File: config.mk
export PLATFORM = sky130hd
export DESIGN_NAME = calendar_date_unit
export DESIGN_NICKNAME = d
export VERILOG_FILES = /design/src/cdu_pkg.sv /design/src/cdu_date_calc.sv /design/src/cdu_neighbor.sv /design/src/calendar_date_unit.sv
export SDC_FILE = /design/constraint.sdc
export NUM_CORES = 2
export LEC_CHECK = 0
export BUFFER_PORTS_ARGS = -buffer_cell sky130_fd_sc_hd__buf_2
export CAP_MARGIN = 20
export CORE_MARGIN = 10
export CORE_UTILIZATION = 59
export DETAILED_ROUTE_END_ITERATION = 10
export GPL_ROUTABILITY_DRIVEN = 1
export PLACE_DENSITY_LB_ADDON = 0.05
export SETUP_SLACK_MARGIN = 0.02
export SLEW_MARGIN = 10
export SYNTH_ARGS = -nofsm -noshare
export SYNTH_HDL_FRONTEND = slang
export SYNTH_SLANG_ARGS = --single-unit
File: constraint.sdc
create_clock -name aclk -period 15.05 [get_ports aclk]
set_clock_uncertainty 0.15 [all_clocks]
set_input_delay 0.7525 -clock aclk [delete_from_list [all_inputs] [get_ports aclk]]
set_output_delay 0.7525 -clock aclk [all_outputs]
set_load 0.05 [all_outputs]
File: src/cdu_pkg.sv
// ----------------------------------------------------------------------------
// cdu_pkg
// Types, calendar tables and constant-divide helpers for the calendar date
// unit.
// ----------------------------------------------------------------------------
`default_nettype none

package cdu_pkg;

    localparam int YEAR_W  = 14;
    localparam int MONTH_W = 4;
    localparam int DAY_W   = 5;
    localparam int DOY_W   = 9;
    localparam int WEEK_W  = 6;
    localparam int DIFF_W  = 22;
    localparam int COUNT_W = 24;

    localparam logic [MONTH_W-1:0] MONTH_JAN = 4'd1;
    localparam logic [MONTH_W-1:0] MONTH_FEB = 4'd2;
    localparam logic [MONTH_W-1:0] MONTH_APR = 4'd4;
    localparam logic [MONTH_W-1:0] MONTH_JUN = 4'd6;
    localparam logic [MONTH_W-1:0] MONTH_SEP = 4'd9;
    localparam logic [MONTH_W-1:0] MONTH_NOV = 4'd11;
    localparam logic [MONTH_W-1:0] MONTH_DEC = 4'd12;

    // 2^17 / 25 rounded up; exact for inputs below 43690
    localparam logic [12:0] DIV25_MUL = 13'd5243;
    // 2^11 / 7 rounded up; exact for inputs below 380
    localparam logic [9:0]  DIV7_MUL  = 10'd293;

    localparam logic [COUNT_W-1:0] DIFF_MAX = 24'd4194303;

    typedef struct packed {
        logic [YEAR_W-1:0]  year;
        logic [MONTH_W-1:0] month;
        logic [DAY_W-1:0]   day;
        logic               leap;
    } cdu_date_t;

    typedef struct packed {
        logic [YEAR_W-1:0]  next_year;
        logic [MONTH_W-1:0] next_month;
        logic [DAY_W-1:0]   next_day;
        logic [YEAR_W-1:0]  prev_year;
        logic [MONTH_W-1:0] prev_month;
        logic [DAY_W-1:0]   prev_day;
        logic [DOY_W-1:0]   day_of_year;
        logic [WEEK_W-1:0]  week_of_year;
    } cdu_nbr_t;

    typedef struct packed {
        cdu_nbr_t           nbr;
        logic               leap_flag;
        logic [DIFF_W-1:0]  days_between;
    } cdu_result_t;

    function automatic logic [DAY_W-1:0] month_len(input logic [MONTH_W-1:0] m,
                                                   input logic leap);
        logic [DAY_W-1:0] n;
        case (m)
            MONTH_FEB: begin
                n = leap ? 5'd29 : 5'd28;
            end
            MONTH_APR, MONTH_JUN, MONTH_SEP, MONTH_NOV: begin
                n = 5'd30;
            end
            default: begin
                n = 5'd31;
            end
        endcase
        return n;
    endfunction

    function automatic logic [DOY_W-1:0] month_start(input logic [MONTH_W-1:0] m);
        logic [DOY_W-1:0] s;
        case (m)
            4'd2:    s = 9'd31;
            4'd3:    s = 9'd59;
            4'd4:    s = 9'd90;
            4'd5:    s = 9'd120;
            4'd6:    s = 9'd151;
            4'd7:    s = 9'd181;
            4'd8:    s = 9'd212;
            4'd9:    s = 9'd243;
            4'd10:   s = 9'd273;
            4'd11:   s = 9'd304;
            4'd12:   s = 9'd334;
            default: s = 9'd0;
        endcase
        return s;
    endfunction

    function automatic logic [7:0] div25(input logic [12:0] u);
        logic [25:0] p;
        p = u * DIV25_MUL;
        return p[24:17];
    endfunction

    function automatic logic [WEEK_W-1:0] ceil_div7(input logic [DOY_W-1:0] doy);
        logic [9:0]  x;
        logic [19:0] p;
        x = {1'b0, doy} + 10'd6;
        p = x * DIV7_MUL;
        return p[16:11];
    endfunction

endpackage

`default_nettype wire

File: src/cdu_date_calc.sv
// ----------------------------------------------------------------------------
// cdu_date_calc
// Clamps one raw date to a valid month and day, flags a leap year and forms
// its absolute day count (March-based leap days, 400-year offset).
// ----------------------------------------------------------------------------
`default_nettype none

module cdu_date_calc
    import cdu_pkg::*;
(
    input  wire logic [YEAR_W-1:0]  year,
    input  wire logic [MONTH_W-1:0] month,
    input  wire logic [DAY_W-1:0]   day,
    output cdu_date_t               date,
    output logic [COUNT_W-1:0]      day_count
);

    logic [MONTH_W-1:0] month_c;
    logic [DAY_W-1:0]   day_c;
    logic [DAY_W-1:0]   mlen;
    logic [7:0]         yq;
    logic               div100;
    logic               leap;
    logic [14:0]        t;
    logic [12:0]        t4;
    logic [7:0]         t100;

    always_comb begin
        if (month == 4'd0) begin
            month_c = MONTH_JAN;
        end else if (month > MONTH_DEC) begin
            month_c = MONTH_DEC;
        end else begin
            month_c = month;
        end
    end

    // year / 100 for multiples of four
    assign yq     = div25({1'b0, year[YEAR_W-1:2]});
    assign div100 = (year[1:0] == 2'b00) && ((12'(yq) * 12'd25) == year[YEAR_W-1:2]);
    assign leap   = (year[1:0] == 2'b00) && (!div100 || (yq[1:0] == 2'b00));

    assign mlen = month_len(month_c, leap);

    always_comb begin
        if (day == 5'd0) begin
            day_c = 5'd1;
        end else if (day > mlen) begin
            day_c = mlen;
        end else begin
            day_c = day;
        end
    end

    assign t    = {1'b0, year} + 15'd400 - 15'((month_c <= MONTH_FEB) ? 1 : 0);
    assign t4   = t[14:2];
    assign t100 = div25(t4);

    assign day_count = COUNT_W'(year) * 24'd365
                     + COUNT_W'(month_start(month_c))
                     + COUNT_W'(day_c)
                     + COUNT_W'(t4)
                     - COUNT_W'(t100)
                     + COUNT_W'(t100[7:2]);

    assign date = {year, month_c, day_c, leap};

endmodule

`default_nettype wire

File: src/cdu_neighbor.sv
// ----------------------------------------------------------------------------
// cdu_neighbor
// Next day, previous day, day of year and week of year of a clean date.
// ----------------------------------------------------------------------------
`default_nettype none

module cdu_neighbor
    import cdu_pkg::*;
(
    input  cdu_date_t date,
    output cdu_nbr_t  nbr
);

    logic [MONTH_W-1:0] pm;
    logic [DOY_W-1:0]   doy;

    assign pm = date.month - 4'd1;

    assign doy = month_start(date.month) + DOY_W'(date.day)
               + DOY_W'((date.month > MONTH_FEB) && date.leap);

    always_comb begin
        nbr.next_year  = date.year;
        nbr.next_month = date.month;
        nbr.next_day   = date.day + 5'd1;
        if (date.day == month_len(date.month, date.leap)) begin
            nbr.next_day = 5'd1;
            if (date.month == MONTH_DEC) begin
                nbr.next_year  = date.year + 14'd1;
                nbr.next_month = MONTH_JAN;
            end else begin
                nbr.next_month = date.month + 4'd1;
            end
        end

        nbr.prev_year  = date.year;
        nbr.prev_month = date.month;
        nbr.prev_day   = date.day - 5'd1;
        if (date.day == 5'd1) begin
            if (date.month == MONTH_JAN) begin
                nbr.prev_year  = date.year - 14'd1;
                nbr.prev_month = MONTH_DEC;
                nbr.prev_day   = 5'd31;
            end else begin
                nbr.prev_month = pm;
                nbr.prev_day   = month_len(pm, date.leap);
            end
        end

        nbr.day_of_year  = doy;
        nbr.week_of_year = ceil_div7(doy);
    end

endmodule

`default_nettype wire

File: src/calendar_date_unit.sv
// ----------------------------------------------------------------------------
// calendar_date_unit
// Gregorian day arithmetic on two dates: neighbors, ordinal day and week of
// the first date, and distance in days between the two.
// ----------------------------------------------------------------------------
// Takes one pair of dates per cycle, unless m_ready holds the result back,
// and returns one result per pair. A transfer loads the input register;
// the result register loads from it when the output side is free, and
// m_valid rises with that load. All date arithmetic is a single pass of
// combinational logic between the two registers. While a result waits on
// m_ready, one more pair is taken only if the input register is empty.
// Months out of range are clamped to January or December and days to 1 or
// the month's last day before any use; days_between saturates at 4194303.
`default_nettype none

module calendar_date_unit
    import cdu_pkg::*;
(
    input  wire logic               aclk,
    input  wire logic               aresetn,
    input  wire logic               s_valid,
    output logic                    s_ready,
    input  wire logic [YEAR_W-1:0]  s_first_year,
    input  wire logic [MONTH_W-1:0] s_first_month,
    input  wire logic [DAY_W-1:0]   s_first_day,
    input  wire logic [YEAR_W-1:0]  s_second_year,
    input  wire logic [MONTH_W-1:0] s_second_month,
    input  wire logic [DAY_W-1:0]   s_second_day,
    output logic                    m_valid,
    input  wire logic               m_ready,
    output logic [YEAR_W-1:0]       m_next_year,
    output logic [MONTH_W-1:0]      m_next_month,
    output logic [DAY_W-1:0]        m_next_day,
    output logic [YEAR_W-1:0]       m_prev_year,
    output logic [MONTH_W-1:0]      m_prev_month,
    output logic [DAY_W-1:0]        m_prev_day,
    output logic                    m_leap_flag,
    output logic [DOY_W-1:0]        m_day_of_year,
    output logic [WEEK_W-1:0]       m_week_of_year,
    output logic [DIFF_W-1:0]       m_days_between
);

    logic               in_valid_reg, in_valid_next;
    logic               out_valid_reg, out_valid_next;
    logic [YEAR_W-1:0]  y1_reg, y2_reg;
    logic [MONTH_W-1:0] m1_reg, m2_reg;
    logic [DAY_W-1:0]   d1_reg, d2_reg;
    cdu_result_t        res_reg, res_next;

    logic               out_ready;
    logic               in_xfer;
    logic               res_load;
    cdu_date_t          date_a, date_b;
    logic [COUNT_W-1:0] count_a, count_b;
    logic [COUNT_W-1:0] diff;
    cdu_nbr_t           nbr;

    assign out_ready = !out_valid_reg || m_ready;
    assign s_ready   = !in_valid_reg || out_ready;
    assign in_xfer   = s_valid && s_ready;
    assign res_load  = in_valid_reg && out_ready;

    assign in_valid_next  = in_xfer || (in_valid_reg && !out_ready);
    assign out_valid_next = res_load || (out_valid_reg && !m_ready);

    always_ff @(posedge aclk) begin
        if (!aresetn) begin
            in_valid_reg  <= 1'b0;
            out_valid_reg <= 1'b0;
        end else begin
            in_valid_reg  <= in_valid_next;
            out_valid_reg <= out_valid_next;
        end
    end

    always_ff @(posedge aclk) begin
        if (in_xfer) begin
            y1_reg <= s_first_year;
            m1_reg <= s_first_month;
            d1_reg <= s_first_day;
            y2_reg <= s_second_year;
            m2_reg <= s_second_month;
            d2_reg <= s_second_day;
        end
        if (res_load) begin
            res_reg <= res_next;
        end
    end

    cdu_date_calc u_calc_a (
        .year      (y1_reg),
        .month     (m1_reg),
        .day       (d1_reg),
        .date      (date_a),
        .day_count (count_a)
    );

    cdu_date_calc u_calc_b (
        .year      (y2_reg),
        .month     (m2_reg),
        .day       (d2_reg),
        .date      (date_b),
        .day_count (count_b)
    );

    cdu_neighbor u_nbr (
        .date (date_a),
        .nbr  (nbr)
    );

    assign diff = (count_a > count_b) ? (count_a - count_b) : (count_b - count_a);

    always_comb begin
        res_next.nbr          = nbr;
        res_next.leap_flag    = date_a.leap;
        res_next.days_between = (diff > DIFF_MAX) ? DIFF_MAX[DIFF_W-1:0] : diff[DIFF_W-1:0];
    end

    assign m_valid        = out_valid_reg;
    assign m_next_year    = res_reg.nbr.next_year;
    assign m_next_month   = res_reg.nbr.next_month;
    assign m_next_day     = res_reg.nbr.next_day;
    assign m_prev_year    = res_reg.nbr.prev_year;
    assign m_prev_month   = res_reg.nbr.prev_month;
    assign m_prev_day     = res_reg.nbr.prev_day;
    assign m_leap_flag    = res_reg.leap_flag;
    assign m_day_of_year  = res_reg.nbr.day_of_year;
    assign m_week_of_year = res_reg.nbr.week_of_year;
    assign m_days_between = res_reg.days_between;

`ifndef SYNTHESIS
    a_reset_clears: assert property (@(posedge aclk)
        !aresetn |=> !in_valid_reg && !out_valid_reg)
        else $error("pipeline valid not cleared by reset");

    a_in_fills: assert property (@(posedge aclk) disable iff (!aresetn)
        s_valid && s_ready |=> in_valid_reg)
        else $error("input transfer lost");

    a_in_moves: assert property (@(posedge aclk) disable iff (!aresetn)
        in_valid_reg && out_ready |=> out_valid_reg)
        else $error("item did not reach result register");

    a_in_holds: assert property (@(posedge aclk) disable iff (!aresetn)
        in_valid_reg && !out_ready |=> in_valid_reg && $stable(y1_reg) && $stable(y2_reg))
        else $error("stalled input item dropped or changed");

    a_doy_range: assert property (@(posedge aclk) disable iff (!aresetn)
        m_valid |-> m_day_of_year != 9'd0 && (m_leap_flag || m_day_of_year <= 9'd365))
        else $error("day of year out of range");
`endif

endmodule

`default_nettype wire

# After elaboration in Yosys (flattened, before gate mapping)
# Memories as Yosys holds them, arrays and structs flattened.
# Index checks and enable logic that the tools add are counted.
# word_totals
reg_bits	132
romBits	432
input_bits	50
wordCells	139
memories	3
# memory_table
name	depth	width	read_ports	rd_clocked_by_memory_dff	wr	line	rtl
(name not given)	16	9	1	0	0	cdu_pkg.sv:76	case (m)
(name not given)	16	9	1	0	0	cdu_pkg.sv:76	
(name not given)	16	9	1	0	0	cdu_pkg.sv:76	
# op_classes
add_sub_neg	25
mul	9
magnitude_cmp	9
eq_ne	21
mux	22
reduce_logical	32
# op_table
operator	count
12-bit by 13-bit multiplier with 25-bit output, second input constant	2
13-bit by 13-bit multiplier with 25-bit output, second input constant	2
23-bit by 9-bit adder with 24-bit output	2
24-bit by 13-bit adder with 24-bit output	2
24-bit by 5-bit adder with 24-bit output	2
24-bit by 6-bit adder with 24-bit output	2
24-bit subtractor	2
24-bit by 8-bit subtractor with 24-bit output	2
14-bit by 9-bit multiplier with 23-bit output, second input constant	2
23-bit 2-to-1 mux	2
14-bit by 9-bit adder with 15-bit output, second input constant	2
5-bit case mux with 2 select lines	3
15-bit subtractor	2
4-bit == test, second input constant	7
14-bit 2-to-1 mux	2
12-bit == test	2
4-bit by 3-bit == test with 1-bit output, second input constant	6
24-bit by 22-bit greater-than comparator with 1-bit output, second input constant	1
24-bit greater-than comparator	1
8-bit by 5-bit multiplier with 12-bit output, second input constant	2
24-bit 2-to-1 mux	1
4-bit 2-to-1 mux	5
5-bit 2-to-1 mux	4
10-bit by 9-bit multiplier with 17-bit output, second input constant	1
26 further kinds	59

# Longest topological paths before layout
# logic_depth
ltp_word	19
mapped_depth	73
mapped_depth_nobuf	68

# By module
# A second synthesis with hierarchy kept.
# hier_totals
hier_cells	3474
area_unflattened_um2	33443.3
# by_module_without_submodules
module	instances	cells_per_inst	area_per_inst_um2	seq_area_each_um2
cdu_date_calc at u_calc_a	1	1288	11886.4	0.0
cdu_date_calc at u_calc_b	1	1258	11795.1	0.0
calendar_date_unit	1	573	6931.6	3943.8
cdu_neighbor	1	355	2830.2	0.0

# Least setup slack after synthesis
# Ideal clock, no wire load.
# synth_timing
path_type	flip-flop to flip-flop
start	reg m1_reg[3]
end	reg res_reg, in the netlist m_days_between[21], data pin
setup_time_ps	273
arrival_ps	16034
required_time_ps	14627
setup_slack_ps	-1407
path_stages_with_launch	66
n_path_buf	4
synth_period_minus_slack_ps	16457
path_cell_list	edfxtp_1 clkbuf_1 clkbuf_1 nand2_1 clkbuf_1 nand2_1 inv_1 ha_1 nand2b_1 nand3_1 nand2_1 fa_1 o21bai_1 a21oi_1 o21ai_0 nand2_1 nand3_1 a211oi_1 [30 not listed] a31o_2 a2111oi_0 nor3_1 o41ai_1 a21boi_0 mux2i_1 nor2_1 ha_1 nand4_1 a21o_1 o31ai_1 o31ai_4 mux2_4 a2bb2oi_2 o31ai_2 xnor2_1 buf_2 nand4_1
# synth_via
elab_chain_cells	16
word_cells_on_any_way	29
classes_between	add/sub (8); mul (1); order compare (5); eq/ne (5); mux (7); reduce/logical (2); memory (1)
# synth_lines
item	line	rtl
from (decl)	calendar_date_unit.sv:46	logic [MONTH_W-1:0] m1_reg, m2_reg;
from (signal assigned)	calendar_date_unit.sv:79	m1_reg <= s_first_month;
4-bit greater-than comparator	cdu_date_calc.sv:31	end else if (month > MONTH_DEC) begin
4-bit 2-to-1 mux	cdu_date_calc.sv:31	
4-bit 2-to-1 mux (*)	cdu_date_calc.sv:29	if (month == 4'd0) begin
parallel branches: the longest is 9 deep, another holds 23-bit by 9-bit adder with 24-bit output	-	
24-bit by 6-bit adder with 24-bit output (*)	cdu_date_calc.sv:64	+ COUNT_W'(t100[7:2]);
24-bit subtractor / 24-bit greater-than comparator (equally long branches)	calendar_date_unit.sv:111	assign diff = (count_a > count_b) ? (count_a - count_b) : (count_b - count_a);
24-bit 2-to-1 mux (*)	calendar_date_unit.sv:111	
24-bit by 22-bit greater-than comparator with 1-bit output	calendar_date_unit.sv:116	res_next.days_between = (diff > DIFF_MAX) ? DIFF_MAX[DIFF_W-1:0] : diff[DIFF_W-1:0];
to (signal assigned)	calendar_date_unit.sv:86	res_reg <= res_next;
to (decl)	calendar_date_unit.sv:48	cdu_result_t res_reg, res_next;
# Mark *: on every way between the ends.
# A chain may end at the register's enable or synchronous reset.

# Worst setup path after layout
# layout_timing
start	reg m2_reg[3]
end	reg res_reg, in the netlist m_days_between[1], data pin
# layout_via
elab_chain_cells	16
word_cells_on_any_way	29
classes_between	add/sub (8); mul (1); order compare (5); eq/ne (5); mux (7); reduce/logical (2); memory (1)
# layout_lines
item	line	rtl
from (decl)	calendar_date_unit.sv:46	
from (signal assigned)	calendar_date_unit.sv:82	m2_reg <= s_second_month;
4-bit greater-than comparator	cdu_date_calc.sv:31	
4-bit 2-to-1 mux	cdu_date_calc.sv:31	
4-bit 2-to-1 mux (*)	cdu_date_calc.sv:29	
parallel branches: the longest is 9 deep, another holds 23-bit by 9-bit adder with 24-bit output	-	
24-bit by 6-bit adder with 24-bit output (*)	cdu_date_calc.sv:64	
24-bit subtractor / 24-bit greater-than comparator (equally long branches)	calendar_date_unit.sv:111	
24-bit 2-to-1 mux (*)	calendar_date_unit.sv:111	
24-bit by 22-bit greater-than comparator with 1-bit output	calendar_date_unit.sv:116	
# Marks and branches as above.

==> results.cfg <==
[sta]
finalWorstPathRequiredPeriod_ps = 15030
tightest_slew_ps = 1030
drv_slew = 0
timing.final.crit_share_pct = 99.8
setup_viol = 0
max-slew-margin-rel_pct = 31.1
clock.fmax_mhz = 66.6
final.setup.worst_slack_ps = 24.2
rsz0062_at_grt = true
final_hold_viol_count = 0

[clocking]
cts_root_buf = clkbuf_16
clk_pin_slew_ps = 70
cts_buffers = 17
clkLatencyLatePin_ps = 490
cts_htree_levels = 4
max-clock-path-buffers = 2
cts_tree = yes
clock_sinks = 132

[critical_path]
cp.required_ps = 15120
reg2reg_to = m_days_between[1]
slowest_stage = fa_1
r2r_start = m2_reg[3]
crit_start = m2_reg[3]
cp_max_fo = 6
worst_path_largest_cell_delay_ps = 560
critPathMostFrequentCell = fa_1
cp_data_arrival_time_ps = 15100
crit_type = flop to flop
rrSetupSlack_ps = 20
r2r_cells = 67
worst_setup_path_end_kind = flop
crit_path_start_kind = flop

[die]
io_pins = 136
dieArea_um2 = 63900
die_y_um = 253
start_util_pct = 59.5
fp.dieW_um = 253
core_area_um2 = 53700
rows = 85

[route]
wl_um = 86700
drtPass1Iterations = 5
drc = 0
vias = 24700
drtIter0Drc = 1486
final_antenna_net_count = 0
wl_per_cell_um = 19.4
vias_per_cell = 5.52

[placed_design]
place_hpwl_um = 73700
place.gp.congestion = 0.949
dpl_worst_slack_ps = -932
port_buffers = 135

[synthesis]
syn_avg_cell_area_um2 = 9.91
synth-seq-cells = 132
ys_warn_count = 0
ys.flop_type = edfxtp_1
syn_nets = 4425
synth-edff-count = 130
synthCells = 3225
synthArstFlopShare_pct = 0
synth.yosys.seq_area_share_pct = 12.3
syn-cell-area_um2 = 32000
synth.distinct_cells = 84

[grt]
first_global_vias = 26300
antenna_found_initial = 0
grt_max_degree = 56
grt_use_total_pct = 27.8
grt_pass1_wl_um = 139000
grt_overflow = 0

[min_path]
holdPathEnd = d2_reg[1]
hold_class = input pin to flop
hold_start = s_second_day[1]
holdPathStages = 1

[layout]
area_delta_synth_final_pct = 20.6
nets = 4969
antennaDiodeCount = 0
drive_above_1_share_pct = 21.8
largest_reg_flops = 22
finish.utilization_pct = 71.8

[run_status]
outcome = completed

[job]
cap_viol_max_count = 0
per-layer routing:
metal / global-route usage, % / vias to the layer above / wire length, um
li1: - / 11700 / -
met1: 38.3 / 12200 / 38600
met2: 45.2 / 695 / 40400
met3: 4.70 / 106 / 6200
met4: 6.56 / 0 / 1620
met5: 0 / - / 0
area by class of cell:
cell class	count	area, um^2
Clock buffer	19	433
Clock inverter	12	204
Fill cell	4033	15100
Inverter	762	2870
Multi-Input combinational cell	2290	26200
Sequential cell	132	3940
Tap cell	696	871
Timing Repair Buffer	566	4050
layout by cell type, fill, tap and decap left out, drive strengths merged, types with 6 or more instances in the layout:
master / instances
a21boi: 8
nor4: 11
xnor2: 159
o21ai: 78
o31ai: 17
a22oi: 6
or2: 16
o21bai: 25
buf: 565
nand2: 85
a211oi: 20
nand4: 38
nand2b: 22
clkbuf: 20
and2: 20
o211ai: 9
or3: 14
xor2: 59
fa: 401
edfxtp: 130
o21a: 34
nand3: 38
mux2: 9
and3: 17
nor2: 98
a211o: 6
nor3: 38
inv: 764
nor2b: 25
ha: 749
mux2i: 18
a21oi: 131
a31oi: 12
a21o: 60
worst max-delay path, delay by kind of cell, from the launching register on:
family                   cells  cell delay [ps]
buffers and inverters       13             1370
XOR/XNOR                     4              780
flip-flops                   1              460
AND/OR/NAND/NOR             11             1520
AO/OA/AOI/OAI               22             3820
adder cells (fa/ha/maj)     16             6260
multiplexers                 1              340
worst max-delay path by stage:
stage / end / cells past startpoint
after global placement: m_days_between[21] / 69
after detailed placement: m_days_between[7] / 68
after CTS: m_days_between[1] / 68
after global routing: m_days_between[1] / 66
after floorplan: m_days_between[21] / 67
final: m_days_between[1] / 67
through the flow:
stage          area, um^2  setup TNS [ps]  instances  hold slack [ps]
3_5_place_dp        36400          -19720       4388              369
6_report            38600               0       4477              282
3_3_place_gp        36400           -8810       4388              357
2_1_floorplan       32200               0       3225              327
4_1_cts             37900               0       4454              246
5_1_grt             38600          -10670       4477              254
cell families after synthesis:
| family | synth area share, % |
|---|---|
| AO/OA/AOI/OAI | 9.59 |
| XOR/XNOR | 6.25 |
| adder cells (fa/ha/maj) | 54.4 |
| buffers and inverters | 9.57 |
| flip-flops | 12.3 |
| multiplexers | 0.787 |
| AND/OR/NAND/NOR | 7.04 |
synth_stat cells, drive strengths merged, types with 20 or more instances:
master	number	area (um^2)
and2	20	125
a21oi	131	663
ha	749	9370
edfxtp	130	3900
nand3	38	190
a21o	60	450
inv	762	2860
nor3	38	215
nor2	98	370
nor2b	25	156
nand4	38	238
clkbuf	28	105
o21ai	78	390
nand2	85	319
a211oi	20	150
fa	401	8030
xor2	59	517
xnor2	159	1390
o21a	34	255
o21bai	25	188
nand2b	22	138
what timing repair did:
item                       4_1_cts  5_1_grt
setup endpoints to repair       24       28
cloned                           5        0
pin swaps                      122      150
setup buffers                   30       25
hold buffers                     0        0
resized for setup              104      103
Power is not shown: default switching activity piles up to over one toggle a cycle in this logic, so the estimate is an artifact.
